--- src/rtl/assert_macros.svh ---
// ----------------------------------------------------------------------------
// Assertion macros
// Shared macros for the concurrent checks of the shelf rectangle packer.
// ----------------------------------------------------------------------------
`ifndef ASSERT_MACROS_SVH
`define ASSERT_MACROS_SVH

// Same-cycle implication, disabled while reset is asserted.
`define SRP_ASSERT_IMP(lbl, clk, rst_n, ante, cons) \
	lbl: assert property (@(posedge clk) disable iff (!rst_n) (ante) |-> (cons)) \
		else $error("assertion failed");

// Next-cycle implication, disabled while reset is asserted.
`define SRP_ASSERT_NXT(lbl, clk, rst_n, ante, cons) \
	lbl: assert property (@(posedge clk) disable iff (!rst_n) (ante) |=> (cons)) \
		else $error("assertion failed");

`endif

--- src/rtl/srp_pkg.sv ---
// ----------------------------------------------------------------------------
// srp_pkg
// Types and constants shared by the shelf rectangle packer modules.
// ----------------------------------------------------------------------------
`default_nettype none

package srp_pkg;

	localparam int DIM_BITS_DEF     = 16;
	localparam int MAX_QUANTITY_DEF = 64;
	localparam int QTY_BITS         = 7;
	localparam int CFG_IDX_BITS     = 1;

	typedef enum logic [CFG_IDX_BITS-1:0] {
		CFG_SHEET_WIDTH  = 1'b0,
		CFG_SHEET_HEIGHT = 1'b1
	} cfg_reg_t;

	typedef enum logic [1:0] {
		ST_IDLE,
		ST_FIT,
		ST_ROW,
		ST_SHEET
	} state_t;

	typedef struct packed {
		logic load;
		logic place;
		logic swap;
		logic over;
		logic last;
		logic open_row;
		logic open_sheet;
	} cmd_t;

	typedef struct packed {
		logic fit_a;
		logic fit_b;
		logic out_free;
	} status_t;

endpackage

`default_nettype wire

--- src/rtl/srp_in_if.sv ---
// ----------------------------------------------------------------------------
// srp_in_if
// Piece-kind channel: width, height and quantity with valid/ready.
// ----------------------------------------------------------------------------
`default_nettype none

interface srp_in_if #(
	parameter int DIM_BITS = srp_pkg::DIM_BITS_DEF
) ();
	logic                         valid;
	logic                         ready;
	logic [DIM_BITS-1:0]          piece_width;
	logic [DIM_BITS-1:0]          piece_height;
	logic [srp_pkg::QTY_BITS-1:0] quantity;

	modport source (output valid, output piece_width, output piece_height,
		output quantity, input ready);
	modport sink (input valid, input piece_width, input piece_height,
		input quantity, output ready);
endinterface

`default_nettype wire

--- src/rtl/srp_out_if.sv ---
// ----------------------------------------------------------------------------
// srp_out_if
// Placement channel: one beat per placed copy with valid/ready.
// ----------------------------------------------------------------------------
`default_nettype none

interface srp_out_if #(
	parameter int DIM_BITS = srp_pkg::DIM_BITS_DEF
) ();
	logic                valid;
	logic                ready;
	logic [DIM_BITS-1:0] sheet_index;
	logic [DIM_BITS:0]   pos_x;
	logic [DIM_BITS:0]   pos_y;
	logic [DIM_BITS-1:0] placed_width;
	logic [DIM_BITS-1:0] placed_height;
	logic                rotated;
	logic                overflow;
	logic                last;

	modport source (output valid, output sheet_index, output pos_x, output pos_y,
		output placed_width, output placed_height, output rotated,
		output overflow, output last, input ready);
	modport sink (input valid, input sheet_index, input pos_x, input pos_y,
		input placed_width, input placed_height, input rotated,
		input overflow, input last, output ready);
endinterface

`default_nettype wire

--- src/rtl/srp_ctrl.sv ---
// ----------------------------------------------------------------------------
// srp_ctrl
// Sequencer that walks each copy through the fit, new-row and new-sheet steps.
// ----------------------------------------------------------------------------
`default_nettype none

`include "assert_macros.svh"

module srp_ctrl #(
	parameter int MAX_QUANTITY = srp_pkg::MAX_QUANTITY_DEF
) (
	input  wire logic                         clk,
	input  wire logic                         arst_n,
	input  wire logic                         in_valid,
	input  wire logic [srp_pkg::QTY_BITS-1:0] quantity,
	output logic                              in_ready,
	input  wire srp_pkg::status_t             status,
	output srp_pkg::cmd_t                     cmd
);

	localparam int QtyBits = srp_pkg::QTY_BITS;
	localparam logic [QtyBits-1:0] MaxQty = QtyBits'(MAX_QUANTITY);

	srp_pkg::state_t    state_q, state_d;
	logic [QtyBits-1:0] cnt_q;
	logic [QtyBits-1:0] qty_clamped;

	assign qty_clamped = (quantity > MaxQty) ? MaxQty : quantity;

	always_comb begin
		cmd = '0;
		in_ready = 1'b0;
		case (state_q)
			srp_pkg::ST_IDLE: begin
				in_ready = 1'b1;
				cmd.load = in_valid;
			end
			srp_pkg::ST_FIT: begin
				if (status.fit_a || status.fit_b) begin
					cmd.place = status.out_free;
					cmd.swap = !status.fit_a;
				end else begin
					cmd.open_row = 1'b1;
				end
			end
			srp_pkg::ST_ROW: begin
				if (status.fit_a) begin
					cmd.place = status.out_free;
				end else begin
					cmd.open_sheet = 1'b1;
				end
			end
			srp_pkg::ST_SHEET: begin
				cmd.place = status.out_free;
				cmd.swap = !status.fit_a;
				cmd.over = !status.fit_a && !status.fit_b;
			end
			default: begin
				cmd = '0;
			end
		endcase
		cmd.last = (cnt_q == QtyBits'(1));
	end

	always_comb begin
		state_d = state_q;
		case (state_q)
			srp_pkg::ST_IDLE: begin
				if (in_valid && qty_clamped != '0) begin
					state_d = srp_pkg::ST_FIT;
				end
			end
			srp_pkg::ST_FIT, srp_pkg::ST_ROW, srp_pkg::ST_SHEET: begin
				if (cmd.place) begin
					state_d = cmd.last ? srp_pkg::ST_IDLE : srp_pkg::ST_FIT;
				end else if (cmd.open_row) begin
					state_d = srp_pkg::ST_ROW;
				end else if (cmd.open_sheet) begin
					state_d = srp_pkg::ST_SHEET;
				end
			end
			default: begin
				state_d = srp_pkg::ST_IDLE;
			end
		endcase
	end

	always_ff @(posedge clk or negedge arst_n) begin
		if (!arst_n) begin
			state_q <= srp_pkg::ST_IDLE;
			cnt_q <= '0;
		end else begin
			state_q <= state_d;
			if (cmd.load) begin
				cnt_q <= qty_clamped;
			end else if (cmd.place) begin
				cnt_q <= cnt_q - QtyBits'(1);
			end
		end
	end

	`SRP_ASSERT_IMP(a_busy_has_copies, clk, arst_n, state_q != srp_pkg::ST_IDLE, cnt_q != '0)
	`SRP_ASSERT_NXT(a_sheet_places, clk, arst_n, state_q == srp_pkg::ST_SHEET && status.out_free, state_q == srp_pkg::ST_IDLE || state_q == srp_pkg::ST_FIT)
	`SRP_ASSERT_IMP(a_row_after_fit, clk, arst_n, cmd.open_row, state_q == srp_pkg::ST_FIT)

endmodule

`default_nettype wire

--- src/rtl/srp_datapath.sv ---
// ----------------------------------------------------------------------------
// srp_datapath
// Cursor, row and sheet registers, fit tests and the placement output register.
// ----------------------------------------------------------------------------
`default_nettype none

`include "assert_macros.svh"

module srp_datapath #(
	parameter int DIM_BITS = srp_pkg::DIM_BITS_DEF
) (
	input  wire logic                             clk,
	input  wire logic                             arst_n,
	input  wire logic                             cfg_we,
	input  wire logic [srp_pkg::CFG_IDX_BITS-1:0] cfg_index,
	input  wire logic [DIM_BITS-1:0]              cfg_wdata,
	input  wire logic [DIM_BITS-1:0]              piece_width,
	input  wire logic [DIM_BITS-1:0]              piece_height,
	input  wire srp_pkg::cmd_t                    cmd,
	output srp_pkg::status_t                      status,
	input  wire logic                             out_ready,
	output logic                                  out_valid,
	output logic [DIM_BITS-1:0]                   sheet_index,
	output logic [DIM_BITS:0]                     pos_x,
	output logic [DIM_BITS:0]                     pos_y,
	output logic [DIM_BITS-1:0]                   placed_width,
	output logic [DIM_BITS-1:0]                   placed_height,
	output logic                                  rotated,
	output logic                                  overflow,
	output logic                                  last
);

	localparam int Cw = DIM_BITS + 1;
	localparam int Sw = DIM_BITS + 2;

	logic [DIM_BITS-1:0] sheet_w_q, sheet_h_q;
	logic [DIM_BITS-1:0] piece_w_q, piece_h_q;
	logic [Cw-1:0]       cursor_x_q, cursor_y_q;
	logic [DIM_BITS-1:0] row_h_q;
	logic [DIM_BITS-1:0] sheet_cnt_q;
	logic                out_valid_q;

	logic [Sw-1:0]       sum_xw, sum_xh, sum_yw, sum_yh, sum_row, sum_x_pl;
	logic [Sw-1:0]       lim_w, lim_h;
	logic [DIM_BITS-1:0] w_pl, h_pl;
	logic                out_free;

	assign sum_xw  = Sw'(cursor_x_q) + Sw'(piece_w_q);
	assign sum_xh  = Sw'(cursor_x_q) + Sw'(piece_h_q);
	assign sum_yw  = Sw'(cursor_y_q) + Sw'(piece_w_q);
	assign sum_yh  = Sw'(cursor_y_q) + Sw'(piece_h_q);
	assign sum_row = Sw'(cursor_y_q) + Sw'(row_h_q);
	assign lim_w   = Sw'(sheet_w_q);
	assign lim_h   = Sw'(sheet_h_q);

	assign out_free = !out_valid_q || out_ready;

	always_comb begin
		status.fit_a = (sum_xw <= lim_w) && (sum_yh <= lim_h);
		status.fit_b = (sum_xh <= lim_w) && (sum_yw <= lim_h);
		status.out_free = out_free;
	end

	assign w_pl     = cmd.swap ? piece_h_q : piece_w_q;
	assign h_pl     = cmd.swap ? piece_w_q : piece_h_q;
	assign sum_x_pl = cmd.swap ? sum_xh : sum_xw;

	always_ff @(posedge clk or negedge arst_n) begin
		if (!arst_n) begin
			sheet_w_q <= '1;
			sheet_h_q <= '1;
			cursor_x_q <= '0;
			cursor_y_q <= '0;
			row_h_q <= '0;
			sheet_cnt_q <= '0;
			out_valid_q <= 1'b0;
		end else begin
			if (cfg_we) begin
				case (cfg_index)
					srp_pkg::CFG_SHEET_WIDTH: sheet_w_q <= cfg_wdata;
					srp_pkg::CFG_SHEET_HEIGHT: sheet_h_q <= cfg_wdata;
					default: begin
					end
				endcase
			end
			if (cmd.place) begin
				cursor_x_q <= sum_x_pl[Sw-1] ? '1 : sum_x_pl[Cw-1:0];
				if (h_pl > row_h_q) begin
					row_h_q <= h_pl;
				end
			end else if (cmd.open_row) begin
				cursor_x_q <= '0;
				cursor_y_q <= sum_row[Sw-1] ? '1 : sum_row[Cw-1:0];
				row_h_q <= '0;
			end else if (cmd.open_sheet) begin
				cursor_x_q <= '0;
				cursor_y_q <= '0;
				row_h_q <= '0;
				if (sheet_cnt_q != '1) begin
					sheet_cnt_q <= sheet_cnt_q + DIM_BITS'(1);
				end
			end
			if (cmd.place) begin
				out_valid_q <= 1'b1;
			end else if (out_ready) begin
				out_valid_q <= 1'b0;
			end
		end
	end

	always_ff @(posedge clk) begin
		if (cmd.load) begin
			piece_w_q <= piece_width;
			piece_h_q <= piece_height;
		end
		if (cmd.place) begin
			sheet_index <= sheet_cnt_q;
			pos_x <= cursor_x_q;
			pos_y <= cursor_y_q;
			placed_width <= w_pl;
			placed_height <= h_pl;
			rotated <= cmd.swap;
			overflow <= cmd.over;
			last <= cmd.last;
		end
	end

	assign out_valid = out_valid_q;

	`SRP_ASSERT_IMP(a_place_has_room, clk, arst_n, cmd.place, out_free)
	`SRP_ASSERT_NXT(a_place_shows_beat, clk, arst_n, cmd.place, out_valid_q)
	`SRP_ASSERT_NXT(a_sheet_resets_row, clk, arst_n, cmd.open_sheet, cursor_x_q == '0 && cursor_y_q == '0 && row_h_q == '0)

endmodule

`default_nettype wire

--- src/rtl/shelf_rectangle_packer.sv ---
// ----------------------------------------------------------------------------
// shelf_rectangle_packer
// Next-fit shelf packer that places copies of piece kinds onto sheets.
// ----------------------------------------------------------------------------
// The pieces channel takes one piece kind per beat (width, height, quantity).
// Each copy leaves as one beat on the placements channel with its sheet,
// corner, placed size and the rotated, overflow and last flags. A quantity
// of zero gives no beat; quantities above MAX_QUANTITY are clamped.
// A copy that fits at the cursor, turned or not, is placed there. Otherwise the
// sequencer opens a new row, where only the unturned copy is tried, and then a
// new sheet, where the copy is placed turned or not, flagged overflow if it
// still does not fit. The pieces channel stays not ready until the last copy
// of an item has been placed. A single output register holds the current beat;
// while the receiver stalls, the sequencer waits on the next copy. The next
// piece kind is accepted as soon as the last copy sits in the output register.
// Sheet size is written through cfg_we/cfg_index/cfg_wdata; the user must do so
// only while idle, as the block itself does not enforce it.
// Reset sets both sheet dimensions to all ones, clears the cursors, row height
// and sheet count, and empties the output register.
// ----------------------------------------------------------------------------
`default_nettype none

module shelf_rectangle_packer #(
	parameter int DIM_BITS     = srp_pkg::DIM_BITS_DEF,
	parameter int MAX_QUANTITY = srp_pkg::MAX_QUANTITY_DEF
) (
	input  wire logic                             clk,
	input  wire logic                             arst_n,
	input  wire logic                             cfg_we,
	input  wire logic [srp_pkg::CFG_IDX_BITS-1:0] cfg_index,
	input  wire logic [DIM_BITS-1:0]              cfg_wdata,
	srp_in_if.sink                                pieces,
	srp_out_if.source                             placements
);

	srp_pkg::cmd_t    cmd;
	srp_pkg::status_t status;
	logic             in_ready;

	srp_ctrl #(
		.MAX_QUANTITY(MAX_QUANTITY)
	) u_ctrl (
		.clk      (clk),
		.arst_n   (arst_n),
		.in_valid (pieces.valid),
		.quantity (pieces.quantity),
		.in_ready (in_ready),
		.status   (status),
		.cmd      (cmd)
	);

	srp_datapath #(
		.DIM_BITS(DIM_BITS)
	) u_datapath (
		.clk           (clk),
		.arst_n        (arst_n),
		.cfg_we        (cfg_we),
		.cfg_index     (cfg_index),
		.cfg_wdata     (cfg_wdata),
		.piece_width   (pieces.piece_width),
		.piece_height  (pieces.piece_height),
		.cmd           (cmd),
		.status        (status),
		.out_ready     (placements.ready),
		.out_valid     (placements.valid),
		.sheet_index   (placements.sheet_index),
		.pos_x         (placements.pos_x),
		.pos_y         (placements.pos_y),
		.placed_width  (placements.placed_width),
		.placed_height (placements.placed_height),
		.rotated       (placements.rotated),
		.overflow      (placements.overflow),
		.last          (placements.last)
	);

	assign pieces.ready = in_ready;

endmodule

`default_nettype wire

--- src/flat_wrapper.sv ---
// flat-port wrapper written by rule: the top's interface ports become plain ports
module shelf_rectangle_packer_flat 
#(
	parameter int DIM_BITS     = srp_pkg::DIM_BITS_DEF,
	parameter int MAX_QUANTITY = srp_pkg::MAX_QUANTITY_DEF
)
  (clk, arst_n, cfg_we, cfg_index, cfg_wdata, pieces_valid, pieces_piece_width, pieces_piece_height, pieces_quantity, pieces_ready, placements_valid, placements_sheet_index, placements_pos_x, placements_pos_y, placements_placed_width, placements_placed_height, placements_rotated, placements_overflow, placements_last, placements_ready);
  srp_in_if #(.DIM_BITS(DIM_BITS)) pieces_i ();
  srp_out_if #(.DIM_BITS(DIM_BITS)) placements_i ();
  input  wire logic clk;
  input  wire logic arst_n;
  input  wire logic cfg_we;
  input  wire logic [srp_pkg::CFG_IDX_BITS-1:0] cfg_index;
  input  wire logic [DIM_BITS-1:0] cfg_wdata;
  input wire logic [$bits(pieces_i.valid)-1:0] pieces_valid;
  input wire logic [$bits(pieces_i.piece_width)-1:0] pieces_piece_width;
  input wire logic [$bits(pieces_i.piece_height)-1:0] pieces_piece_height;
  input wire logic [$bits(pieces_i.quantity)-1:0] pieces_quantity;
  output wire logic [$bits(pieces_i.ready)-1:0] pieces_ready;
  output wire logic [$bits(placements_i.valid)-1:0] placements_valid;
  output wire logic [$bits(placements_i.sheet_index)-1:0] placements_sheet_index;
  output wire logic [$bits(placements_i.pos_x)-1:0] placements_pos_x;
  output wire logic [$bits(placements_i.pos_y)-1:0] placements_pos_y;
  output wire logic [$bits(placements_i.placed_width)-1:0] placements_placed_width;
  output wire logic [$bits(placements_i.placed_height)-1:0] placements_placed_height;
  output wire logic [$bits(placements_i.rotated)-1:0] placements_rotated;
  output wire logic [$bits(placements_i.overflow)-1:0] placements_overflow;
  output wire logic [$bits(placements_i.last)-1:0] placements_last;
  input wire logic [$bits(placements_i.ready)-1:0] placements_ready;
  assign pieces_i.valid = pieces_valid;
  assign pieces_i.piece_width = pieces_piece_width;
  assign pieces_i.piece_height = pieces_piece_height;
  assign pieces_i.quantity = pieces_quantity;
  assign pieces_ready = pieces_i.ready;
  assign placements_valid = placements_i.valid;
  assign placements_sheet_index = placements_i.sheet_index;
  assign placements_pos_x = placements_i.pos_x;
  assign placements_pos_y = placements_i.pos_y;
  assign placements_placed_width = placements_i.placed_width;
  assign placements_placed_height = placements_i.placed_height;
  assign placements_rotated = placements_i.rotated;
  assign placements_overflow = placements_i.overflow;
  assign placements_last = placements_i.last;
  assign placements_i.ready = placements_ready;
  shelf_rectangle_packer #(.DIM_BITS(DIM_BITS), .MAX_QUANTITY(MAX_QUANTITY)) u_core (.clk(clk), .arst_n(arst_n), .cfg_we(cfg_we), .cfg_index(cfg_index), .cfg_wdata(cfg_wdata), .pieces(pieces_i), .placements(placements_i));
endmodule
--- config.mk ---
export PLATFORM = sky130hd
export DESIGN_NAME = shelf_rectangle_packer_flat
export DESIGN_NICKNAME = d
export VERILOG_FILES = /design/src/rtl/srp_pkg.sv /design/src/rtl/srp_in_if.sv /design/src/rtl/srp_out_if.sv /design/src/rtl/srp_ctrl.sv /design/src/rtl/srp_datapath.sv /design/src/rtl/shelf_rectangle_packer.sv /design/src/flat_wrapper.sv
export VERILOG_INCLUDE_DIRS = /design/src /design/src/rtl
export SDC_FILE = /design/constraint.sdc
export NUM_CORES = 1
export LEC_CHECK = 0
export BUFFER_PORTS_ARGS = -buffer_cell sky130_fd_sc_hd__buf_2
export CAP_MARGIN = 25
export CORE_ASPECT_RATIO = 1.5
export CORE_MARGIN = 4
export CORE_UTILIZATION = 50
export DETAILED_ROUTE_END_ITERATION = 8
export MAX_ROUTING_LAYER = met4
export PLACE_DENSITY_LB_ADDON = 0.12
export SLEW_MARGIN = 20
export SYNTH_ARGS = -nofsm -noshare
export SYNTH_HDL_FRONTEND = slang
export SYNTH_SLANG_ARGS = --single-unit
export TNS_END_PERCENT = 20
--- constraint.sdc ---
create_clock -name clk -period 13.9 [get_ports clk]
set_input_delay 2.78 -clock clk [delete_from_list [all_inputs] [get_ports clk]]
set_output_delay 2.78 -clock clk [all_outputs]
set_load 0.02 [all_outputs]
# Word-level counts from Yosys, hierarchy flattened
# Index checks and enable logic that the tools add are counted.
[op_classes] n_addsub=7 mul=0 div_mod_pow=0 n_lt_le_gt_ge=6 n_eq_ne=8 shifts=0 muxes=34 bitwise_logic=3 reduce_logical=22
[ops] cell="17-bit 2-to-1 mux" count=6
[ops] cell="16-bit 2-to-1 mux" count=6
[ops] cell="17-bit by 16-bit adder with 18-bit output" count=5
[ops] cell="18-bit by 16-bit less-or-equal comparator with 1-bit output" count=4
[ops] cell="7-bit 2-to-1 mux" count=3
[ops] cell="18-bit 2-to-1 mux" count=1
[ops] cell="16-bit by 1-bit adder with 16-bit output (second input constant)" count=1
[ops] cell="16-bit > comparator" count=1
[ops] cell="16-bit inequality test (second input constant)" count=1
[ops] cell="1-bit 2-to-1 mux" count=10
[ops] cell="2-bit 2-to-1 mux" count=5
[ops] cell="2-bit AND reduction" count=5
[ops] cell="7-bit by 1-bit equality test with 1-bit output (second input constant)" count=1
[ops] cell="7-bit > comparator (second input constant)" count=1
[ops] cell="7-bit nonzero test" count=1
[ops] cell="7-bit by 1-bit subtractor with 7-bit output (second input constant)" count=1
[ops] cell="2-bit nonzero test" count=3
[ops] cell="2-bit equality test (second input constant)" count=2
[ops] cell="1-bit logical AND" count=4
[ops] cell="2-bit inequality test (second input constant)" count=2
[ops] cell="4-bit by 1-bit inequality test with 1-bit output (second input constant)" count=1
[ops] cell="2-bit case mux with 2 select lines" count=1
[ops] cell="4-bit AND reduction" count=1
[ops] cell="1-bit logical NOT" count=3
[ops] cell="8 further kinds" count=11
[totals] register_bits=225 latchBits=0 ram_bits=0 mem_bits_ro=0 output_inout_bits=87 word_cells=99 mem_count=0

# Longest topological paths before layout
[logic_depth] word_depth=10 depth_mapped=34 mapped_depth_nobuf=31

# By module
# From an unflattened synthesis, not the netlist that was laid out.
[hier_totals] hier_cells=1336 area_unflattened_um2=14372.5
[modules_own_cells] mod="srp_datapath" n_inst=1 cells_per_inst=1262 area_each_um2=13739.4 seq_area_each_um2=6030.8
[modules_own_cells] mod="srp_ctrl" n_inst=1 cells_per_inst=74 area_each_um2=633.1 seq_area_each_um2=225.2

# Worst setup path after synthesis
# Ideal clock, no wire load.
[synth_timing] kind="reg-to-reg" from="register u_core.u_datapath.piece_h_q[0]" to="register u_core.u_datapath.row_h_q[10]" setup_ps=125 arrival_time_ps=6878 slack_ps=6897 path_stages_with_launch=34 path_buffers=3 synth_period_minus_slack_ps=7003 path_cell_list="edfxtp_1 -> ha_1 -> fa_1 -> a211oi_1 -> nor2_1 -> o311ai_2 -> nor2b_1 -> o21ai_0 -> nand2b_1 -> a21oi_1 -> xnor2_1 -> ha_1 -> a211o_1 -> a31oi_1 -> o21bai_1 -> a2111oi_0 -> o211ai_1 -> or4_1 -> a221o_1 -> buf_2 -> mux2_2 -> ha_1 -> a21o_1 -> a21o_1 -> a21oi_1 -> nor2b_1 -> o21ai_0 -> nand2b_1 -> a21o_1 -> a221oi_1 -> a211o_1 -> buf_6 -> buf_6 -> mux2_4"
[synth_via] elab_chain_len=10 elab_cells_between_ends=24 cone_classes="2 x add/sub; 3 x order compare; 1 x eq/ne; 12 x mux; 6 x reduce/logical"
[synth_rtl] item="start: declaration" line_no="srp_datapath.sv:37" rtl="logic [DIM_BITS-1:0] piece_w_q, piece_h_q;"
[synth_rtl] item="start signal: assignment" line_no="srp_datapath.sv:114" rtl="piece_h_q <= piece_height;"
[synth_rtl] item="17-bit by 16-bit adder with 18-bit output (on tied branches)" line_no="srp_datapath.sv:51, srp_datapath.sv:49"
[synth_rtl] item="18-bit by 16-bit less-or-equal comparator with 1-bit output (on tied branches)" line_no="srp_datapath.sv:59, srp_datapath.sv:60"
[synth_rtl] item="1-bit logical AND (on tied branches)" line_no="srp_datapath.sv:59, srp_datapath.sv:60"
[synth_rtl] item="1-bit logical NOT or 1-bit logical OR (tied branches)" line_no="srp_ctrl.sv:41, srp_ctrl.sv:55, srp_ctrl.sv:39"
[synth_rtl] item="2-bit 2-to-1 mux" line_no="srp_ctrl.sv:39" rtl="if (status.fit_a || status.fit_b) begin"
[synth_rtl] item="1-bit case mux with 2 select lines (*)" line_no="srp_ctrl.sv:33" rtl="case (state_q)"
[synth_rtl] item="16-bit 2-to-1 mux (*)" line_no="srp_datapath.sv:65" rtl="assign h_pl = cmd.swap ? piece_w_q : piece_h_q;"
[synth_rtl] item="via u_core.u_datapath.h_pl[9]" line_no="srp_datapath.sv:45" rtl="logic [DIM_BITS-1:0] w_pl, h_pl;"
[synth_rtl] item="16-bit > comparator (*)" line_no="srp_datapath.sv:88" rtl="if (h_pl > row_h_q) begin"
[synth_rtl] item="2-bit inequality test (no line) (*)"
[synth_rtl] item="2-bit AND reduction (no line) (*)"
[synth_rtl] item="end signal: assignment" line_no="srp_datapath.sv:89" rtl="row_h_q <= h_pl;"
[synth_rtl] item="end: declaration" line_no="srp_datapath.sv:39" rtl="logic [DIM_BITS-1:0] row_h_q;"
# Mark *: on every way through the listed nets, which the timed path passes. The rest lies on a longest branch. The select of a mux whose other input is x is not followed.
# A chain may end at the register's enable or synchronous reset.

# Worst setup path after layout
[layout_timing] from="register u_core.u_datapath.piece_h_q[0]" to="register u_core.u_datapath.row_h_q[12]"
# Same word-level chain as after synthesis.

==> reports/metrics.yaml <==
outcome: "finished, final reports clean"
setup_slack_ps: 5397
grt_max_degree: 60
p_int_mw: 2.355
drc: 0
grt_pass1_vias: 10950
switching_power_mw: 1.922
path_clk_slew_ps: 70
regArea_sq_um: 6256
io_buffers: 147
drive_gt1_frac: 0.1993
worst_ep_required_time_ps: 14300
first_pass_iters: 5
routed_wl_um: 37510
vias_per_cell: 5.793
vias: 10690
synth_edf_count: 117
final_cell_mix: "ha_1, buf_2, edfxtp_1"
ys_ff_latch: 225
cts_tree: "yes"
coreArea_sq_um: 27960
critical_path_class: "reg2reg"
cts_hold_buf: 0
ios: 148
slowest_stage: "a211o_1"
power_density_nw_per_um2: 266.3
fin_worst_skew_ps: 24.68
synthFlopType: "edfxtp_1"
cts-resized-gates: 0
cp_top_family: "compound AO/OA/AOI/OAI gates"
timing.fmax_ghz: 0.1176
fin_crit_sh: 0.6117
grt_pass1_wl_um: 59220
peakVddDrop_mv: 0.1545
clockBufferDepth: 3
fin_nets: 1713
synth.distinct_cells: 71
finalPower_mw: 4.276
cts_root_buffer: "clkbuf_16"
arrival_ps: 8900
initial_core_util: 0.5071
multi_input_area_sq_um: 7465
row_count: 75
gp_congestion: 0.9313
path_buf_inv: 1
synth_top_area_frac: 0.2478
drv_cap: 0
clk_latency_ps: 530
final_util: 0.5742
postSynthAreaPerCell_sq_um: 10.67
switching_share: 0.4494
place_ws_ps: 5429
post-route-min-period_ps: 8503
cts_setup_buffers: 0
fillers: 2451
die_h_um: 214.3
tightest_slew_ps: 943.0
die_x_um: 145.5
ys_seq_area_frac: 0.4412
clock-sinks: 225
combPwrFrac: 0.574
htree_levels: 1
setup_viol: 0
slew_viol_final: 0
cp-start-kind: "register"
diodes: 0
crit_fanout: 38
final_common_cell: "ha_1"
clockPowerShare: 0.140
relSlewSlack: 0.3713
hp-class: "reg2reg"
whs_ps: 453.2
area_growth_pct: 13.24
ys_async_sr_fraction: 0.4800
synth.net_count: 1558
hold_violations: 0
cts_buffers: 23
yosys.area.top_type: "edfxtp_1"
antenna_found_initial: 0
track_usage: 0.2446
drt_iter0_markers: 529
drtAntennaViolNets: 0
netlist_instances: 1329
pwr-share-seq: 0.286
die_area_sq_um: 31170
cpMostUsedCell: "o21ai_0"
grt_remaining_overflow: 0
end_kind: "register"
rsz0062_at_grt: "false"
slowest_delay_ps: 730
post_drt_wl_per_cell_um: 20.32
place_hpwl_um: 29200
setup_tns_ps: 0
p_leak_nw: 7.271
synth_area_leaders: "edfxtp_1, ha_1, dfrtp_1"
syn_area_sq_um: 14180
yosysWarnings: 0
-- routing by layer --
metal	wire length [um]	global-route usage	part of all wire
met4	1174	0.07731	0.031
met5	0	-	0
met2	19170	0.4278	0.51
met3	1317	0.02558	0.035
met1	15850	0.2982	0.42
-- kinds of logic (layout without fill, tap and decap cells) --
kind of cell | count (synthesis) | in the layout | synth area share
compound gates | 348 | 348 | 0.1598
xor+xnor | 81 | 81 | 0.05003
fa+ha+maj | 168 | 168 | 0.1509
buf+inv | 119 | 290 | 0.03318
flops | 225 | 225 | 0.4412
mux | 66 | 66 | 0.05480
simple gates | 322 | 322 | 0.1101
-- power by group through the flow --
stage	clock (mW)	sequential [mW]	combinational [mW]
5_1_grt	0.646	1.25	2.70
4_1_cts	0.618	1.22	2.46
2_1_floorplan	0	1.36	1.61
6_report	0.600	1.22	2.45
3_3_place_gp	0	1.23	2.42
3_5_place_dp	0	1.23	2.45
-- metrics by stage --
step	cells	instance area, sq um
after floorplan	1329	14180
after global placement	1802	15290
after global routing	1846	16060
after CTS	1845	16040
after detailed placement	1804	15310
final	1846	16060
-- worst paths after layout --
path,start,to,slack [ps],cells past startpoint
worst max-delay path,u_core.u_datapath.piece_h_q[0],u_core.u_datapath.row_h_q[12],5400,29
max in group asynchronous,arst_n,u_core.u_datapath.cursor_x_q[2],10330,2
worst min register to register,u_core.u_datapath.sheet_cnt_q[8],u_core.u_datapath.sheet_index[8],450,0
min in group asynchronous,arst_n,u_core.u_datapath.sheet_cnt_q[3],2300,1
worst min-delay path,u_core.u_datapath.sheet_cnt_q[8],u_core.u_datapath.sheet_index[8],450,0
worst max register to register,u_core.u_datapath.piece_h_q[0],u_core.u_datapath.row_h_q[12],5400,29
-- synthesized netlist by cell type, types with 3 or more instances --
| cell | number |
|---|---|
| buf_2 | 7 |
| nand4_1 | 26 |
| o211ai_1 | 6 |
| nand2_1 | 103 |
| mux2i_1 | 3 |
| o31ai_1 | 7 |
| or2_2 | 5 |
| o31a_1 | 6 |
| nor2_1 | 72 |
| nor3_1 | 11 |
| ha_1 | 163 |
| a21oi_1 | 80 |
| nand3_1 | 21 |
| o22ai_1 | 21 |
| a21o_1 | 44 |
| nor4_1 | 7 |
| mux2_2 | 44 |
| xor2_1 | 14 |
| o21bai_1 | 12 |
| dfstp_2 | 32 |
| or4_1 | 4 |
| xnor2_1 | 67 |
| o221ai_1 | 4 |
| o21ba_2 | 3 |
| a211o_1 | 6 |
| nor2b_1 | 17 |
| mux2_4 | 10 |
| and3_1 | 5 |
| dfrtp_1 | 76 |
| o21a_1 | 15 |
| a31oi_1 | 7 |
| inv_1 | 93 |
| nand2b_1 | 16 |
| a211oi_1 | 14 |
| clkbuf_1 | 15 |
| or3_1 | 4 |
| o21ai_0 | 84 |
| mux2_1 | 9 |
| edfxtp_1 | 117 |
| and2_1 | 19 |
| o21ai_1 | 15 |
| fa_1 | 5 |
-- sequential cells by signal, summed over array words and instances, names as in the netlist --
| name | cells |
|---|---|
| u_core.u_ctrl.cnt_q | 7 |
| u_core.u_ctrl.state_q | 2 |
| u_core.u_datapath.cursor_x_q | 17 |
| u_core.u_datapath.cursor_y_q | 17 |
| u_core.u_datapath.last | 1 |
| u_core.u_datapath.out_valid | 1 |
| u_core.u_datapath.overflow | 1 |
| u_core.u_datapath.piece_h_q | 16 |
| u_core.u_datapath.piece_w_q | 16 |
| u_core.u_datapath.placed_height | 16 |
| u_core.u_datapath.placed_width | 16 |
| u_core.u_datapath.pos_x | 17 |
| u_core.u_datapath.pos_y | 17 |
| u_core.u_datapath.rotated | 1 |
| u_core.u_datapath.row_h_q | 16 |
| u_core.u_datapath.sheet_cnt_q | 16 |
| u_core.u_datapath.sheet_h_q | 16 |
| u_core.u_datapath.sheet_index | 16 |
| u_core.u_datapath.sheet_w_q | 16 |
-- area by class of cell --
cell class | instances | share of cell area
Inverter | 93 | 0.02182
Clock inverter | 7 | 0.002649
Timing Repair Buffer | 156 | 0.05127
Sequential cell | 225 | 0.3896
Multi-Input combinational cell | 985 | 0.4649
Tap cell | 346 | 0.02696
Clock buffer | 34 | 0.04285
-- worst reg2reg max path: cells and delay by family, from the launching register on --
kind,cells,cell delay [ps]
compound gates,16,4850
xor+xnor,1,110
fa+ha+maj,4,1270
buf+inv,1,300
flops,1,440
mux,1,410
simple gates,6,980
Power figures use the tool's default switching activity.
